===== config.mk =====
export PLATFORM = sky130hd
export DESIGN_NAME = rgb_to_hsv_converter
export DESIGN_NICKNAME = d
export VERILOG_FILES = /design/src/rtl/core/rhc_pkg.sv /design/src/rtl/core/rhc_prep.sv /design/src/rtl/core/rhc_div_cell.sv /design/src/rtl/core/rgb_to_hsv_converter.sv
export SDC_FILE = /design/constraint.sdc
export NUM_CORES = 2
export LEC_CHECK = 0
export BUFFER_PORTS_ARGS = -buffer_cell sky130_fd_sc_hd__buf_2
export CORE_ASPECT_RATIO = 1.1
export CORE_MARGIN = 4
export CORE_UTILIZATION = 60
export DETAILED_ROUTE_END_ITERATION = 10
export GPL_ROUTABILITY_DRIVEN = 0
export PLACE_DENSITY = 0.85
export REMOVE_ABC_BUFFERS = 1
export SYNTH_ARGS = -nofsm -noshare
export SYNTH_HDL_FRONTEND = slang
export SYNTH_SLANG_ARGS = --single-unit

===== constraint.sdc =====
create_clock -name clk -period 16.1 [get_ports clk]
set_input_delay 1.61 -clock clk [delete_from_list [all_inputs] [get_ports clk]]
set_output_delay 1.61 -clock clk [all_outputs]
set_load 0.03 [all_outputs]

===== src/rtl/core/rhc_pkg.sv =====
// ----------------------------------------------------------------------------
// rhc_pkg: shared types and constants for the RGB to HSV converter
// Pixel payload structs, divider lane struct and fixed-point widths.
// ----------------------------------------------------------------------------
package rhc_pkg;

  localparam int CHANNEL_BITS  = 8;
  localparam int HUE_BITS      = 12;
  localparam int SAT_FRAC_BITS = 12;
  localparam int SAT_BITS      = SAT_FRAC_BITS + 1;

  // remainder holds up to twice 6 * delta
  localparam int DIV_W = CHANNEL_BITS + 4;

  // one cell per quotient bit of the longer division
  localparam int NUM_CELLS = ((HUE_BITS > SAT_FRAC_BITS) ? HUE_BITS : SAT_FRAC_BITS) + 1;
  localparam int HUE_FIRST = NUM_CELLS - HUE_BITS - 1;
  localparam int SAT_FIRST = NUM_CELLS - SAT_BITS;

  localparam logic [SAT_BITS-1:0] SAT_ONE = SAT_BITS'(1) << SAT_FRAC_BITS;

  typedef struct packed {
    logic [CHANNEL_BITS-1:0] red_in;
    logic [CHANNEL_BITS-1:0] green_in;
    logic [CHANNEL_BITS-1:0] blue_in;
    logic [CHANNEL_BITS-1:0] alpha_in;
  } in_pix_t;

  typedef struct packed {
    logic [HUE_BITS-1:0]     hue_out;
    logic [SAT_BITS-1:0]     saturation_out;
    logic [CHANNEL_BITS-1:0] value_out;
    logic [CHANNEL_BITS-1:0] alpha_out;
  } out_pix_t;

  // data handed from cell to cell
  typedef struct packed {
    logic [DIV_W-1:0]        hue_rem;
    logic [DIV_W-1:0]        hue_div;
    logic [HUE_BITS-1:0]     hue_q;
    logic [DIV_W-1:0]        sat_rem;
    logic [DIV_W-1:0]        sat_div;
    logic [SAT_BITS-1:0]     sat_q;
    logic [CHANNEL_BITS-1:0] value;
    logic [CHANNEL_BITS-1:0] alpha;
  } lane_t;

endpackage


===== src/rtl/core/rhc_prep.sv =====
// ----------------------------------------------------------------------------
// rhc_prep: front stage of the converter
// Finds max, min and delta, forms the hue numerator and divisors.
// ----------------------------------------------------------------------------
module rhc_prep import rhc_pkg::*; (
  input  logic    clk,
  input  logic    rst_n,
  input  logic    up_valid,
  output logic    up_ready,
  input  in_pix_t up_pix,
  output logic    dn_valid,
  input  logic    dn_ready,
  output lane_t   dn_lane
);

  logic                    valid_r;
  lane_t                   lane_r;
  lane_t                   lane_nxt;
  logic [CHANNEL_BITS-1:0] mx;
  logic [CHANNEL_BITS-1:0] mn;
  logic [CHANNEL_BITS-1:0] delta;
  logic [DIV_W-1:0]        span;
  logic signed [DIV_W-1:0] r_s;
  logic signed [DIV_W-1:0] g_s;
  logic signed [DIV_W-1:0] b_s;
  logic signed [DIV_W-1:0] d_s;
  logic signed [DIV_W-1:0] num;

  always_comb begin
    mx = up_pix.red_in;
    mn = up_pix.red_in;
    if (up_pix.green_in > mx) mx = up_pix.green_in;
    if (up_pix.blue_in > mx) mx = up_pix.blue_in;
    if (up_pix.green_in < mn) mn = up_pix.green_in;
    if (up_pix.blue_in < mn) mn = up_pix.blue_in;
    delta = mx - mn;
    span  = (DIV_W'(delta) << 2) + (DIV_W'(delta) << 1);

    r_s = $signed(DIV_W'(up_pix.red_in));
    g_s = $signed(DIV_W'(up_pix.green_in));
    b_s = $signed(DIV_W'(up_pix.blue_in));
    d_s = $signed(DIV_W'(delta));

    // sector priority: red, then green, then blue
    if (up_pix.red_in == mx) begin
      num = g_s - b_s;
    end else if (up_pix.green_in == mx) begin
      num = (d_s <<< 1) + b_s - r_s;
    end else begin
      num = (d_s <<< 2) + r_s - g_s;
    end
    if (num[DIV_W-1]) begin
      num = num + $signed(span);
    end

    lane_nxt       = '0;
    lane_nxt.value = mx;
    lane_nxt.alpha = up_pix.alpha_in;
    // grey pixel: zero over one keeps every quotient bit at zero
    if (delta == '0) begin
      lane_nxt.hue_rem = '0;
      lane_nxt.hue_div = DIV_W'(1);
    end else begin
      lane_nxt.hue_rem = $unsigned(num);
      lane_nxt.hue_div = span;
    end
    lane_nxt.sat_rem = DIV_W'(delta);
    lane_nxt.sat_div = (mx == '0) ? DIV_W'(1) : DIV_W'(mx);
  end

  assign up_ready = !valid_r || dn_ready;

  always_ff @(posedge clk) begin
    if (!rst_n) begin
      valid_r <= 1'b0;
    end else if (up_ready) begin
      valid_r <= up_valid;
    end
  end

  always_ff @(posedge clk) begin
    if (up_valid && up_ready) begin
      lane_r <= lane_nxt;
    end
  end

  assign dn_valid = valid_r;
  assign dn_lane  = lane_r;

endmodule


===== src/rtl/core/rhc_div_cell.sv =====
// ----------------------------------------------------------------------------
// rhc_div_cell: one restoring-division step for the hue and saturation lanes
// Compares, subtracts, shifts the remainder and appends one quotient bit.
// ----------------------------------------------------------------------------
module rhc_div_cell import rhc_pkg::*; (
  input  logic  clk,
  input  logic  rst_n,
  input  logic  hue_en,
  input  logic  sat_en,
  input  logic  up_valid,
  output logic  up_ready,
  input  lane_t up_lane,
  output logic  dn_valid,
  input  logic  dn_ready,
  output lane_t dn_lane
);

  logic             valid_r;
  lane_t            lane_r;
  lane_t            lane_nxt;
  logic             hue_ge;
  logic             sat_ge;
  logic [DIV_W-1:0] hue_sub;
  logic [DIV_W-1:0] sat_sub;

  always_comb begin
    lane_nxt = up_lane;
    hue_ge   = up_lane.hue_rem >= up_lane.hue_div;
    sat_ge   = up_lane.sat_rem >= up_lane.sat_div;
    hue_sub  = hue_ge ? (up_lane.hue_rem - up_lane.hue_div) : up_lane.hue_rem;
    sat_sub  = sat_ge ? (up_lane.sat_rem - up_lane.sat_div) : up_lane.sat_rem;
    // an idle lane passes its remainder untouched until its first step
    if (hue_en) begin
      lane_nxt.hue_rem = hue_sub << 1;
      lane_nxt.hue_q   = {up_lane.hue_q[HUE_BITS-2:0], hue_ge};
    end
    if (sat_en) begin
      lane_nxt.sat_rem = sat_sub << 1;
      lane_nxt.sat_q   = {up_lane.sat_q[SAT_BITS-2:0], sat_ge};
    end
  end

  assign up_ready = !valid_r || dn_ready;

  always_ff @(posedge clk) begin
    if (!rst_n) begin
      valid_r <= 1'b0;
    end else if (up_ready) begin
      valid_r <= up_valid;
    end
  end

  always_ff @(posedge clk) begin
    if (up_valid && up_ready) begin
      lane_r <= lane_nxt;
    end
  end

  assign dn_valid = valid_r;
  assign dn_lane  = lane_r;

endmodule


===== src/rtl/core/rgb_to_hsv_converter.sv =====
// Pipeline: each stage is registered between input transfer and out_valid:
//   one front stage, then one cell per quotient bit of the division.
// Throughput: one pixel per cycle; each stage holds its item only while the next is full.
// Reset: rst_n low clears every stage valid bit; payload registers are not reset.
// ----------------------------------------------------------------------------
// rgb_to_hsv_converter: RGBA to HSV plus alpha pixel converter
// Front stage feeds a row of division cells that produce hue and saturation.
// ----------------------------------------------------------------------------
module rgb_to_hsv_converter import rhc_pkg::*; (
  input  logic     clk,
  input  logic     rst_n,
  input  logic     in_valid,
  output logic     in_ready,
  input  in_pix_t  in_pix,
  output logic     out_valid,
  input  logic     out_ready,
  output out_pix_t out_pix
);

  logic  prep_valid;
  lane_t prep_lane;
  logic  cell_valid [NUM_CELLS];
  logic  cell_ready [NUM_CELLS];
  lane_t cell_lane  [NUM_CELLS];

  rhc_prep u_prep (
    .clk      (clk),
    .rst_n    (rst_n),
    .up_valid (in_valid),
    .up_ready (in_ready),
    .up_pix   (in_pix),
    .dn_valid (prep_valid),
    .dn_ready (cell_ready[0]),
    .dn_lane  (prep_lane)
  );

  for (genvar i = 0; i < NUM_CELLS; i++) begin : g_cell
    logic  up_valid;
    lane_t up_lane;
    logic  dn_ready;

    if (i == 0) begin : g_first
      assign up_valid = prep_valid;
      assign up_lane  = prep_lane;
    end else begin : g_next
      assign up_valid = cell_valid[i-1];
      assign up_lane  = cell_lane[i-1];
    end

    if (i == NUM_CELLS - 1) begin : g_last
      assign dn_ready = out_ready;
    end else begin : g_mid
      assign dn_ready = cell_ready[i+1];
    end

    rhc_div_cell u_cell (
      .clk      (clk),
      .rst_n    (rst_n),
      .hue_en   (1'(i >= HUE_FIRST)),
      .sat_en   (1'(i >= SAT_FIRST)),
      .up_valid (up_valid),
      .up_ready (cell_ready[i]),
      .up_lane  (up_lane),
      .dn_valid (cell_valid[i]),
      .dn_ready (dn_ready),
      .dn_lane  (cell_lane[i])
    );
  end

  assign out_valid              = cell_valid[NUM_CELLS-1];
  assign out_pix.hue_out        = cell_lane[NUM_CELLS-1].hue_q;
  assign out_pix.saturation_out = cell_lane[NUM_CELLS-1].sat_q;
  assign out_pix.value_out      = cell_lane[NUM_CELLS-1].value;
  assign out_pix.alpha_out      = cell_lane[NUM_CELLS-1].alpha;

`ifndef ASSERT_OFF
  // saturation never exceeds 1.0
  a_sat_range: assert property (@(posedge clk) disable iff (!rst_n)
    out_valid |-> out_pix.saturation_out <= SAT_ONE)
    else $error("saturation above full scale");

  // black pixel gives zero hue and saturation
  a_black: assert property (@(posedge clk) disable iff (!rst_n)
    out_valid && out_pix.value_out == '0 |->
      out_pix.saturation_out == '0 && out_pix.hue_out == '0)
    else $error("black pixel with nonzero hue or saturation");

  // zero saturation means a grey pixel, so hue must be zero
  a_grey: assert property (@(posedge clk) disable iff (!rst_n)
    out_valid && out_pix.saturation_out == '0 |-> out_pix.hue_out == '0)
    else $error("grey pixel with nonzero hue");

  // the input side only stalls when the row is backed up from the output
  a_stall_cause: assert property (@(posedge clk) disable iff (!rst_n)
    !in_ready |-> out_valid && !out_ready)
    else $error("input stalled without output backpressure");
`endif

endmodule


=== Yosys cells after proc, flatten, opt, wreduce, memory -nomap -nowiden ===
Index checks and enable logic that the tools add are counted.

* $lt $le $gt $ge: 30
* Multiplexer cells: 31
* Add/subtract/negate cells: 32
* Reductions and logical operators: 45
* Bitwise operators: 1
* Equality and inequality tests: 2

{| class="wikitable"
|+ Operators with widths
! operator !! count
|-
| $mux W11 || 24
|-
| $sub A11 B11 Y11 || 23
|-
| $ge A12 B11 Y1 || 13
|-
| $ge A12 B12 Y1 || 12
|-
| $mux W8 || 5
|-
| $mux W12 || 2
|-
| $sub A12 B9 Y12 || 2
|-
| $sub A8 B8 Y9 || 2
|-
| $eq A8 B8 Y1 || 2
|-
| $gt A8 B8 Y1 || 2
|-
| $logic_not A8 Y1 || 2
|-
| $lt A8 B8 Y1 || 2
|-
| $logic_and A1 B1 Y1 || 14
|-
| $logic_not A1 Y1 || 14
|-
| $logic_or A1 B1 Y1 || 14
|-
| $add A12 B12 Y12 || 1
|-
| $add A10 B8 Y11 || 1
|-
| $add A10 B9 Y11 || 1
|-
| $add A9 B8 Y10 || 1
|-
| $ge A8 B8 Y1 || 1
|-
| $sub A8 B8 Y8 || 1
|-
| $reduce_or A2 Y1 || 1
|-
| $not A1 Y1 || 1
|}

* Bits of input ports: 36
* Word-level logic and storage cells: 284
* Bits in registers: 986
* Output and inout port bits: 43

=== Logic depth before layout (Yosys ltp) ===
* Depth after elaboration: 16
* Depth in mapped cells: 45
* Mapped depth without buffers: 44

=== Modules after synthesis ===
From an unflattened synthesis, not the netlist that was laid out.

* Cells, all modules: 5677
* Area total of the unflattened synthesis: 68542.0 µm²

{| class="wikitable"
|+ Modules (own cells, without submodules)
! module !! instances !! cells each !! area an instance (µm²)
|-
| rhc_div_cell (g_cell[11].u_cell ...) || 9 || 373 || 4712.0
|-
| rhc_div_cell (g_cell[0].u_cell ...) || 4 || 389 || 4819.6
|-
| rhc_prep || 1 || 763 || 6851.6
|-
| rgb_to_hsv_converter || 1 || 1 || 3.8
|}

=== Worst setup path before layout ===
OpenSTA, ideal clock, no wires.

* Path kind: input to register
* Start: input port in_pix[17] in the netlist's numbering
* End: register u_prep.lane_r, in the netlist u_prep.dn_lane[87], data pin
* Arrival: 9.334 ns
* Library setup time: 0.169 ns
* Stages: 41
* Setup slack: 6.597 ns
* Data required time: 15.931 ns
* Cell sequence: inv_1 > ha_1 > nor2b_1 > o211ai_1 > a21oi_1 > o22ai_2 > nor2_1 > a21oi_1 > ha_1 > a21o_1 > a21o_1 > a211o_1 > a21oi_1 > nor2_1 > o21ai_1 > nor2_1 > a211oi_2 > inv_1 > [... 5 more ...] > a21o_1 > a21o_1 > xor2_1 > ha_1 > o21ai_0 > nand2b_1 > a21o_1 > xor2_1 > xnor2_1 > mux2i_1 > a21oi_1 > ha_1 > inv_1 > o21bai_1 > a21oi_1 > xor2_1 > or3_1 > o31ai_1

{| class="wikitable"
|+ RTL lines
! element !! line !! text
|-
| start, declared || rgb_to_hsv_converter.sv:14 || <nowiki>input in_pix_t in_pix,</nowiki>
|-
| end signal, assigned || rhc_prep.sv:83 || <nowiki>lane_r <= lane_nxt;</nowiki>
|-
| end, declared || rhc_prep.sv:17 || <nowiki>lane_t lane_r;</nowiki>
|}

==> reports/results.tsv <==
metric	value	unit
status	finished, final reports clean	
Setup TNS Final	0	ns
vias in the first global route	28900	
leakage dissipation	0.0197	uW
# clock sinks	936	
row cnt	106	
CORE AREA	76000	um^2
pwr dens	157	nW/um^2
crit-path max FO	10	
pre-CTS worst setup slack	4.95	ns
most frequent cells in the layout	edfxtp_1, inv_1, ha_1	
Clock Path Buffers	3	
antenna violations before repair	0	
worst setup path category	in2reg	
logic gate share of total power	37.4	%
# nets final	4143	
startpoint types	primary input	
VDD IR-drop max	0.263	mV
DRT Pass-1 Iters	8	
Hold Crit Class	reg2reg	
clock slew at reported path FFs	0.07	ns
CP dominant cell by count	a21oi_1	
Psw	2630	uW
H-tree Lvls	3	
fin crit period	11.02	ns
Inst Count DP	4675	
EDFF count, synth	922	
Async SR Flop Fraction	0	%
Die W	272	um
internal reg-to-reg setup slack	11.75	ns
dpl hpwl	60.9	mm
DRT antenna net count	0	
die area	81200	um^2
Worst Path Required	16.58	ns
sw frac	33.4	%
Crit. End Element	register	
part of the Yosys area used for sequential elements	60.8	%
commonest non-fill, non-tap cell in the layout	edfxtp_1	
Pint	5250	uW
final-report setup violation count	0	
Initial Util	60.6	%
DIE HEIGHT	298	um
drt total wl	87.6	mm
clock share of power	25.4	%
CTS tree	built	
WL per Instance	18.1	um
Slew Limit Fails	0	
port bufs	78	
skew final	0.0637	ns
DRC	0	
share of layout cells above drive strength 1	7.29	%
crit path max-delay cell type	xnor2_1	
data arrival time of the worst path	11.50	ns
Flop pwr share	37.2	%
Max stage delay on crit path	0.66	ns
first-pass GRT wire length	141	mm
Vias/cell	5.79	
Yosys warnings	0	
top routing layer in use	met4	
Cell Area, Placed	47400	um^2
WL met1	30.3	mm
Final Non-Filler Cells	4837	
Post-Synthesis Cells	3653	
cts hold-fix bufs	0	
clock root cell	clkbuf_16	
Tightest Pin Transition	1.27	ns
Synth cell types	87	
FMAX	0.0908	GHz
Rel. slew slack	15.2	%
Top-Level Pins	79	
RSZ-0062 raised after global routing	false	
clock insertion delay at the later pin of the skew report	0.67	ns
final period utilization	68.4	%
Synth-to-Final Area Change	9.17	%
number of DRC markers in iteration 0	2128	
CTS resizes	0	
largest net degree at the start of global routing	69	
GRT Util Overall	21.5	%
final setup margin	5.08	ns
Final Cell Area	50200	um^2
Avg Inst Size Synth	12.6	um^2
TritonCTS Buffers	89	
Synth Flop Type	edfxtp_1	
mapped cell area	46000	um^2
met2 WL	47.6	mm
# diodes	0	
DR WL met3	4.58	mm
grt total ovfl	0	
Final Hold Viols	0	
total number of vias	28000	
postcts setup bufs	0	
post-synthesis register bit count	936	
max cap viols	0	
power by group through the flow:
stage / clock network, uW / registers [uW] / logic, uW
6_report: 2000 / 2930 / 2940
5_1_grt: 2140 / 2930 / 3230
4_1_cts: 2030 / 2930 / 2890
3_5_place_dp: 0 / 2970 / 2830
3_3_place_gp: 0 / 2970 / 2710
2_1_floorplan: 0 / 2950 / 2250
path summary, 6_finish.rpt:
path / start / endpoint / cells after the start
worst max-delay path: in_pix[17] / u_prep.dn_lane[87] / 40
worst min-delay path: g_cell[3].u_cell.dn_lane[17] / g_cell[4].u_cell.dn_lane[18] / 0
worst max register to register: u_prep.dn_lane[79] / g_cell[0].u_cell.dn_lane[87] / 15
worst min register to register: g_cell[3].u_cell.dn_lane[17] / g_cell[4].u_cell.dn_lane[18] / 0
cell usage after synthesis (6+ instances only):
cell type / count / area share [%]
o31ai_1: 78 / 1.3
dfxtp_1: 14 / 0.61
or4_1: 12 / 0.20
o2bb2ai_1: 11 / 0.21
buf_4: 41 / 0.67
mux2i_1: 16 / 0.35
inv_1: 413 / 3.4
o21bai_1: 13 / 0.21
and2_1: 76 / 1.0
xnor2_1: 103 / 2.0
nand3_1: 43 / 0.47
o21a_1: 17 / 0.28
or2_2: 11 / 0.15
a211oi_1: 8 / 0.13
clkbuf_1: 57 / 0.46
fa_1: 32 / 1.4
o21ai_1: 6 / 0.065
nor3_1: 30 / 0.33
nor2b_1: 73 / 0.99
o21ai_0: 223 / 2.4
xor2_1: 78 / 1.5
a21o_1: 130 / 2.1
o211a_1: 13 / 0.28
nand2_1: 167 / 1.4
a21oi_1: 191 / 2.1
nand4_1: 48 / 0.65
nand2b_1: 108 / 1.5
a21boi_0: 19 / 0.31
edfxtp_1: 922 / 60
nor2_1: 239 / 1.9
and3_1: 7 / 0.095
nor4_1: 13 / 0.18
o211ai_1: 15 / 0.24
ha_1: 335 / 9.1
critical path: cells and delay by family:
kind | cells | cell delay (ns)
adder cells (fa/ha/maj) | 6 | 2.15
multiplexers | 2 | 0.51
AO/OA/AOI/OAI | 18 | 4.51
AND/OR/NAND/NOR | 9 | 1.44
XOR/XNOR | 2 | 0.85
buffers and inverters | 3 | 0.41
logic make-up after synthesis:
family | Yosys count | share of synthesized area (%)
AO/OA/AOI/OAI | 778 | 10.9
XOR/XNOR | 182 | 3.48
adder cells (fa/ha/maj) | 368 | 10.5
buffers and inverters | 518 | 4.59
flip-flops | 936 | 60.8
multiplexers | 21 | 0.470
AND/OR/NAND/NOR | 850 | 9.30
flip-flops by register name, summed over array words and instances (netlist names):
| signal | cells |
|---|---|
| g_cell.u_cell.dn_lane | 867 |
| g_cell.u_cell.dn_valid | 13 |
| u_prep.dn_lane | 55 |
| u_prep.dn_valid | 1 |
stage by stage:
step	util [%]	hold WS (ns)	power [uW]
2_1_floorplan	-	0.400	5200
3_3_place_gp	62.4	0.400	5670
3_5_place_dp	62.4	0.405	5800
4_1_cts	66.1	0.376	7840
5_1_grt	66.1	0.381	8300
6_report	66.1	0.367	7870
layer usage:
| metal | up-vias | track usage (%) |
|---|---|---|
| met2 | 976 | 41.7 |
| met4 | 0 | 11.7 |
| met3 | 325 | 3.44 |
| li1 | 13300 | - |
| met1 | 13400 | 21.8 |
| met5 | - | 0 |
layout make-up:
cell class,instances,area [um^2]
inverters,414,1550
clock buffers,116,2360
multi-input cells,2199,16100
well taps,1026,1280
fillers,4941,25800
flip-flops and latches,936,28000
repair buffers,100,556
clock inverters,46,442
Power figures use the tool's default switching activity.
